<file path="src/hw/rtl/b64d_pkg.sv">
// b64d_pkg: shared types, character codes and the alphabet lookup for the
// base64 decoder. No dependencies; imported by every other file of the block.
`timescale 1ns / 1ps

package b64d_pkg;

  // Character codes outside the letter and digit ranges
  localparam logic [7:0] PadChar   = 8'h3D;  // '='
  localparam logic [7:0] PlusChar  = 8'h2B;  // '+'
  localparam logic [7:0] SlashChar = 8'h2F;  // '/'
  localparam logic [7:0] UpperA    = 8'h41;
  localparam logic [7:0] UpperZ    = 8'h5A;
  localparam logic [7:0] LowerA    = 8'h61;
  localparam logic [7:0] LowerZ    = 8'h7A;
  localparam logic [7:0] Digit0    = 8'h30;
  localparam logic [7:0] Digit9    = 8'h39;

  // Sextet offsets of the lower-case and digit ranges
  localparam logic [7:0] LowerBase = 8'd26;
  localparam logic [7:0] DigitBase = 8'd52;
  localparam logic [5:0] PlusCode  = 6'd62;
  localparam logic [5:0] SlashCode = 6'd63;

  // Classified character, as queued between front and back
  typedef struct packed {
    logic       last;    // final character of the message
    logic       alpha;   // character is in the alphabet
    logic       pad;     // character is '='
    logic [5:0] sextet;  // alphabet value, zero when not alpha
  } class_t;

  // One result item
  typedef struct packed {
    logic [7:0] data_byte;
    logic       byte_valid;
    logic       message_done;
    logic       bad_input;
  } result_t;

  // Map one character to its class and sextet
  function automatic class_t classify(logic [7:0] c, logic last);
    class_t r;
    logic [7:0] v;
    r.last   = last;
    r.alpha  = 1'b1;
    r.pad    = (c == PadChar);
    v        = 8'd0;
    if (c >= UpperA && c <= UpperZ) begin
      v = c - UpperA;
    end else if (c >= LowerA && c <= LowerZ) begin
      v = c - LowerA + LowerBase;
    end else if (c >= Digit0 && c <= Digit9) begin
      v = c - Digit0 + DigitBase;
    end else if (c == PlusChar) begin
      v = {2'b00, PlusCode};
    end else if (c == SlashChar) begin
      v = {2'b00, SlashCode};
    end else begin
      r.alpha = 1'b0;
    end
    r.sextet = v[5:0];
    return r;
  endfunction

endpackage

</file>
<file path="src/hw/rtl/b64d_front.sv">
// b64d_front: accepts characters, classifies them against the alphabet and
// holds them in a two-entry queue for the back end. Depends on b64d_pkg.
`timescale 1ns / 1ps

module b64d_front (
  input  logic            clk,
  input  logic            rst,
  input  logic            push,
  output logic            full,
  input  logic [7:0]      code_char,
  input  logic            end_of_text,
  output logic            item_valid,
  output b64d_pkg::class_t item,
  input  logic            item_take
);
  import b64d_pkg::*;

  class_t     mem [2];
  logic       wr_ptr;
  logic       rd_ptr;
  logic [1:0] count;
  logic       do_push;
  logic       do_pop;

  assign full       = (count == 2'd2);
  assign item_valid = (count != 2'd0);
  assign item       = mem[rd_ptr];
  assign do_push    = push && !full;
  assign do_pop     = item_take && item_valid;

  // Store the classified character on each input transfer
  always_ff @(posedge clk) begin
    if (do_push) begin
      mem[wr_ptr] <= classify(code_char, end_of_text);
    end
  end

  // Advance pointers and occupancy
  always_ff @(posedge clk) begin
    if (rst) begin
      wr_ptr <= 1'b0;
      rd_ptr <= 1'b0;
      count  <= 2'd0;
    end else begin
      if (do_push) wr_ptr <= ~wr_ptr;
      if (do_pop)  rd_ptr <= ~rd_ptr;
      count <= count + {1'b0, do_push} - {1'b0, do_pop};
    end
  end

endmodule

</file>
<file path="src/hw/rtl/b64d_back.sv">
// b64d_back: group tracking, byte assembly and padding/error handling, with a
// two-entry result queue towards the output. Depends on b64d_pkg.
`timescale 1ns / 1ps

module b64d_back (
  input  logic             clk,
  input  logic             rst,
  input  logic             item_valid,
  input  b64d_pkg::class_t item,
  output logic             item_take,
  output logic             empty,
  input  logic             pop,
  output logic [7:0]       data_byte,
  output logic             byte_valid,
  output logic             message_done,
  output logic             bad_input
);
  import b64d_pkg::*;

  // Decoder state
  logic [1:0] group_position;
  logic [5:0] held_sextet;
  logic       stop_after_group;
  logic       stopped;
  logic       error_seen;

  logic [1:0] group_position_next;
  logic [5:0] held_sextet_next;
  logic       stop_after_group_next;
  logic       stopped_next;
  logic       error_seen_next;

  logic       have_byte;
  logic [7:0] byte_val;
  logic       emit;
  result_t    res;

  // Result queue
  result_t    mem [2];
  logic       wr_ptr;
  logic       rd_ptr;
  logic [1:0] count;
  logic       do_pop;

  assign item_take = item_valid && (count != 2'd2);
  assign empty     = (count == 2'd0);
  assign do_pop    = pop && !empty;

  // Work out the next state and the byte for the item at the queue head
  always_comb begin
    group_position_next   = group_position;
    held_sextet_next      = held_sextet;
    stop_after_group_next = stop_after_group;
    stopped_next          = stopped;
    error_seen_next       = error_seen;
    have_byte             = 1'b0;
    byte_val              = 8'd0;
    if (!stopped) begin
      if (!item.alpha) begin
        if (group_position[1] && item.pad) begin
          if (group_position == 2'd2) begin
            stop_after_group_next = 1'b1;
            group_position_next   = 2'd3;
          end else begin
            stopped_next        = 1'b1;
            group_position_next = 2'd0;
          end
        end else begin
          error_seen_next = 1'b1;
          stopped_next    = 1'b1;
        end
      end else if (stop_after_group) begin
        // fourth place after padding: checked only
        stopped_next        = 1'b1;
        group_position_next = 2'd0;
      end else begin
        unique case (group_position)
          2'd0: begin
            have_byte = item.last;
            byte_val  = {2'b00, item.sextet};
          end
          2'd1: begin
            have_byte = 1'b1;
            byte_val  = {held_sextet, item.sextet[5:4]};
          end
          2'd2: begin
            have_byte = 1'b1;
            byte_val  = {held_sextet[3:0], item.sextet[5:2]};
          end
          default: begin
            have_byte = 1'b1;
            byte_val  = {held_sextet[1:0], item.sextet};
          end
        endcase
        held_sextet_next    = item.sextet;
        group_position_next = group_position + 2'd1;
      end
    end
    emit             = have_byte || item.last;
    res.data_byte    = byte_val;
    res.byte_valid   = have_byte;
    res.message_done = item.last;
    res.bad_input    = item.last && error_seen_next;
  end

  // Update decoder state per taken item; drop everything at end of message
  always_ff @(posedge clk) begin
    if (rst) begin
      group_position   <= 2'd0;
      held_sextet      <= 6'd0;
      stop_after_group <= 1'b0;
      stopped          <= 1'b0;
      error_seen       <= 1'b0;
    end else if (item_take) begin
      if (item.last) begin
        group_position   <= 2'd0;
        held_sextet      <= 6'd0;
        stop_after_group <= 1'b0;
        stopped          <= 1'b0;
        error_seen       <= 1'b0;
      end else begin
        group_position   <= group_position_next;
        held_sextet      <= held_sextet_next;
        stop_after_group <= stop_after_group_next;
        stopped          <= stopped_next;
        error_seen       <= error_seen_next;
      end
    end
  end

  // Hold results until transferred
  always_ff @(posedge clk) begin
    if (item_take && emit) begin
      mem[wr_ptr] <= res;
    end
  end

  always_ff @(posedge clk) begin
    if (rst) begin
      wr_ptr <= 1'b0;
      rd_ptr <= 1'b0;
      count  <= 2'd0;
    end else begin
      if (item_take && emit) wr_ptr <= ~wr_ptr;
      if (do_pop)            rd_ptr <= ~rd_ptr;
      count <= count + {1'b0, item_take && emit} - {1'b0, do_pop};
    end
  end

  assign data_byte    = mem[rd_ptr].data_byte;
  assign byte_valid   = mem[rd_ptr].byte_valid;
  assign message_done = mem[rd_ptr].message_done;
  assign bad_input    = mem[rd_ptr].bad_input;

endmodule

</file>
<file path="src/hw/rtl/base64_decoder_unit.sv">
// base64_decoder_unit: streaming base64 decoder, top level.
// Instantiates b64d_front and b64d_back; types from b64d_pkg.
//
//  channel  | handshake           | payload
//  ---------+---------------------+------------------------------------------
//  input    | push / full         | code_char[7:0], end_of_text
//  result   | pop / empty         | data_byte[7:0], byte_valid, message_done,
//           |                     | bad_input
//
// One character per cycle sustained while full is low. The front queue
// registers each character for the back end, whose result is registered in
// the result queue. Both queues hold two entries, so each side stalls on its
// own; the back end takes a character whenever its result queue has room.
// rst (synchronous) clears all queues and returns the decoder to group start.
`timescale 1ns / 1ps

module base64_decoder_unit (
  input  logic       clk,
  input  logic       rst,
  input  logic       push,
  output logic       full,
  input  logic [7:0] code_char,
  input  logic       end_of_text,
  output logic       empty,
  input  logic       pop,
  output logic [7:0] data_byte,
  output logic       byte_valid,
  output logic       message_done,
  output logic       bad_input
);
  import b64d_pkg::*;

  logic   item_valid;
  logic   item_take;
  class_t item;

  // Classify and queue incoming characters
  b64d_front u_front (
    .clk         (clk),
    .rst         (rst),
    .push        (push),
    .full        (full),
    .code_char   (code_char),
    .end_of_text (end_of_text),
    .item_valid  (item_valid),
    .item        (item),
    .item_take   (item_take)
  );

  // Decode and queue results
  b64d_back u_back (
    .clk          (clk),
    .rst          (rst),
    .item_valid   (item_valid),
    .item         (item),
    .item_take    (item_take),
    .empty        (empty),
    .pop          (pop),
    .data_byte    (data_byte),
    .byte_valid   (byte_valid),
    .message_done (message_done),
    .bad_input    (bad_input)
  );

endmodule

</file>
<file path="config.mk">
export PLATFORM = sky130hd
export DESIGN_NAME = base64_decoder_unit
export DESIGN_NICKNAME = d
export VERILOG_FILES = /design/src/hw/rtl/b64d_pkg.sv /design/src/hw/rtl/b64d_front.sv /design/src/hw/rtl/b64d_back.sv /design/src/hw/rtl/base64_decoder_unit.sv
export SDC_FILE = /design/constraint.sdc
export NUM_CORES = 1
export LEC_CHECK = 0
export ABC_AREA = 1
export ABC_CLOCK_PERIOD_IN_PS = 4900
export BUFFER_PORTS_ARGS = -buffer_cell sky130_fd_sc_hd__buf_2
export CORE_MARGIN = 1.5
export CORE_UTILIZATION = 55
export CTS_BUF_LIST = sky130_fd_sc_hd__clkbuf_4
export DETAILED_ROUTE_END_ITERATION = 6
export GPL_TIMING_DRIVEN = 0
export PLACE_DENSITY = 0.78
export REMOVE_ABC_BUFFERS = 1
export SKIP_CTS_REPAIR_TIMING = 1
export SYNTH_ARGS = -nofsm -noshare
export SYNTH_HDL_FRONTEND = slang
export SYNTH_SLANG_ARGS = --single-unit
</file>
<file path="constraint.sdc">
create_clock -name clk -period 4.9 [get_ports clk]
set_clock_uncertainty 0.2 [all_clocks]
set_input_delay 0.245 -clock clk [delete_from_list [all_inputs] [get_ports clk]]
set_output_delay 0.245 -clock clk [all_outputs]
set_load 0.1 [all_outputs]
</file>
==> key figures <==
Global route
  – Total congestion overflow: 0
  – First-pass GRT wire length: 11.0 mm
  – Total track usage: 0.219
  – Gr busiest metal: met2
  – Initial antenna violation count: 0
  – Vias in the first global route: 2,595
  – Largest net degree at the start of global routing: 14
  – GR met3 Demand/Resource: 0.0511
  – Global-route met2 utilization: 0.393
  – Met1 usage: 0.244

Route
  – Residual DRC: 0
  – TritonRoute pass-1 iters: 4
  – WL final: 6.45 mm
  – Initial drt markers: 139
  – Via count: 2,671
  – Via density: 5.21
  – Wire per inst: 12.6 microns
  – Routed Antenna Nets: 0

Synth
  – List of most frequent post-synthesis cells: nand2_1 (87), inv_1 (55), nand3_1 (48)
  – Largest family of logic cells by synthesized area: simple AND/OR/NAND/NOR gates
  – Adder-cell share of the synthesized area: 0.0625
  – Syn Inst Count: 402
  – Count leader, synth: nand2_1
  – Post-synth top area cell: edfxtp_1
  – Number of synthesized flops with an enable pin: 40
  – Prevailing post-synth register cell: edfxtp_1
  – Synth Area in Compound Gates: 0.0893
  – Yosys reg bits: 61
  – Mapped Area: 0.00340 sq mm
  – Syn_area_per_cell: 8.47 sq um
  – Post-synthesis sequential area ratio: 0.476
  – Yosys warning total: 0
  – Post-synth ARST share: 0
  – Post-synth cell types: 30
  – Area share of xor/xnor cells in the synthesized design: 0.0283
  – Post-Synth Simple-Gate Area: 0.230
  – Top cell type's share of synthesized area: 0.353
  – Synth top area cells: edfxtp_1 (35%), dfxtp_1 (12%), nand2_1 (9.6%), nand3_1 (7.1%), ha_1 (6.2%)
  – Multiplexer share of the synthesized area: 0.0364

Pwr
  – Power Density: 578 mW/mm^2
  – Comb pwr share: 0.500
  – Leakage: 0.00162 uW
  – Net Switching: 1070 uW
  – Share of power burned in registers: 0.368
  – Design Power: 2140 uW
  – Switching share of power: 0.499
  – Clk pwr share: 0.132
  – Peak VDD IR: 0.360 mV
  – Pint: 1070 uW

Flow run
  – Max_cap viols: 0

Floorplan
  – Die area: 0.00667 sq mm
  – Die Span Y: 81.7 microns
  – Die span in x: 81.7 microns
  – # IOs: 26
  – Core area: 0.00596 sq mm
  – Cell Rows: 28
  – Initial core utilization: 0.572

STA
  – Pins Over Slew Limit: 0
  – Worst relative slew slack: 0.345
  – Final Cycle Share: 0.525
  – Endpoints failing setup: 0
  – Clock period minus worst slack: 2.57 ns
  – RSZ-0062 raised after global routing: false
  – Final Hold Vio Count: 0
  – Fmax: 389 MHz
  – Measured slew at the worst slew-check pin: 0.979 ns
  – TNS Setup: 0 ns

Cells and area
  – Area grow syn2layout: 8.78%
  – Diode count: 0
  – Final-stage net count: 463
  – Share of post-route cells with drive strength above 1: 0.144

Clock tree
  – Clock buffer count from CTS: 9
  – Clock root buffer: clkbuf_4
  – H-tree levels: 3
  – TritonCTS Sinks: 61
  – Clock Latency Late Sink: 0.40 ns
  – Clock Path Buffers: 2
  – Clk slew on worst S/H paths: 0.10 ns
  – CTS tree: done

Setup path
  – Worst path arrival time: 2.40 ns
  – Worst Setup Start Kind: flip-flop
  – CP Class: reg2reg
  – Worst setup EP type: flip-flop
  – Req. time, crit path: 4.73 ns
  – Reg-to-Reg End: u_back.mem[0][3]$_DFFE_PP_
  – Worst r2r path cells: 6
  – R2R Setup Slk: 2.33 ns
  – CP Capture Point: u_back.mem[0][3]$_DFFE_PP_
  – Crit path max fanout: 13

Place
  – Port buffer count: 25
  – DPL Wire Length: 4.88 mm
  – Routability cong.: 0.914

Status
  – Status: finished, final reports clean

Min path
  – Hold crit path type: in2reg
critical path, stage by stage, from the launching register on:
cell and delay, ns:
dfxtp_1 0.57, nand2_1 0.14, nand2_2 0.17, inv_2 0.11, nand2_1 0.10, nand3_1 0.13
nor2_1 0.76
metal layers:
layer,part of all wire,vias up
met5,0,-
met4,0.020,0
met3,0.037,13
met2,0.51,64
met1,0.43,1198
li1,-,1396
flip-flops by register name, indices dropped and copies added, names as in the netlist, 2 cells and up, named ones only:
name	count
u_back.mem	22
u_back.held_sextet	6
u_back.group_position	2
u_front.count	2
u_front.mem	18
u_back.count	2
through the flow:
stage | hold WS [ns] | instances | util | setup WS, ns | cell area (sq um)
2_1_floorplan | 0.114 | 395 | - | 2.80 | 3360
3_3_place_gp | 0.234 | 495 | 0.601 | 2.40 | 3580
3_5_place_dp | 0.246 | 495 | 0.601 | 2.30 | 3580
4_1_cts | -0.190 | 511 | 0.618 | 2.29 | 3680
5_1_grt | 0.0384 | 513 | 0.622 | 2.06 | 3700
6_report | 0.0186 | 513 | 0.622 | 2.33 | 3700
worst min path at each step:
stage | endpoint | start | slack [ns] | depth (start not counted)
after floorplan | u_back.group_position[0]$_SDFFE_PP0P_ | rst | 0.11 | 1
after global placement | flip-flop | u_front.rd_ptr$_SDFFE_PP0P_ | 0.23 | 1
after detailed placement | u_front.rd_ptr$_SDFFE_PP0P_ | u_front.rd_ptr$_SDFFE_PP0P_ | 0.25 | 1
after CTS | u_front.mem[0][8]$_DFFE_PP_ | end_of_text | -0.19 | 1
after global routing | u_back.rd_ptr$_SDFFE_PP0P_ | pop | 0.04 | 4
final | u_back.rd_ptr$_SDFFE_PP0P_ | pop | 0.02 | 4
cell families (layout without fill, tap and decap cells):
kind of cell | count (synthesis) | after routing
adder cells (fa/ha/maj) | 17 | 17
AO/OA/AOI/OAI | 58 | 58
buffers and inverters | 65 | 101
multiplexers | 11 | 11
flip-flops | 61 | 61
AND/OR/NAND/NOR | 179 | 179
XOR/XNOR | 11 | 11
cells in the final DEF, fill, tap and decap left out, types with 3 or more instances in the layout:
cell type	netlist	routed
nand2_1	87	87
inv_1	55	55
nand3_1	48	48
edfxtp_1	40	40
nor2_1	30	30
a21oi_1	30	30
buf_2	3	25
dfxtp_1	21	21
o21ai_0	20	20
ha_1	17	17
mux2_2	11	11
clkbuf_4	0	10
xor2_1	8	8
nand2_2	5	5
clkinv_2	1	5
xnor2_1	3	3
layout make-up:
class	count	area (sq um)
Sequential cell	61	1620
Clock inverter	6	30.0
Tap cell	75	93.8
Clock buffer	10	75.1
Fill cell	545	2250
Timing Repair Buffer	27	145
Multi-Input combinational cell	276	1520
Inverter	58	219
power by group through the flow:
stage                     logic (uW)  clock network [uW]  registers (uW)
final                           1070                 282             789
after global routing            1180                 306             806
after CTS                       1070                 290             790
after detailed placement        1070                   0             802
after global placement          1040                   0             792
after floorplan                  890                   0             778
Power figures use the tool's default switching activity.
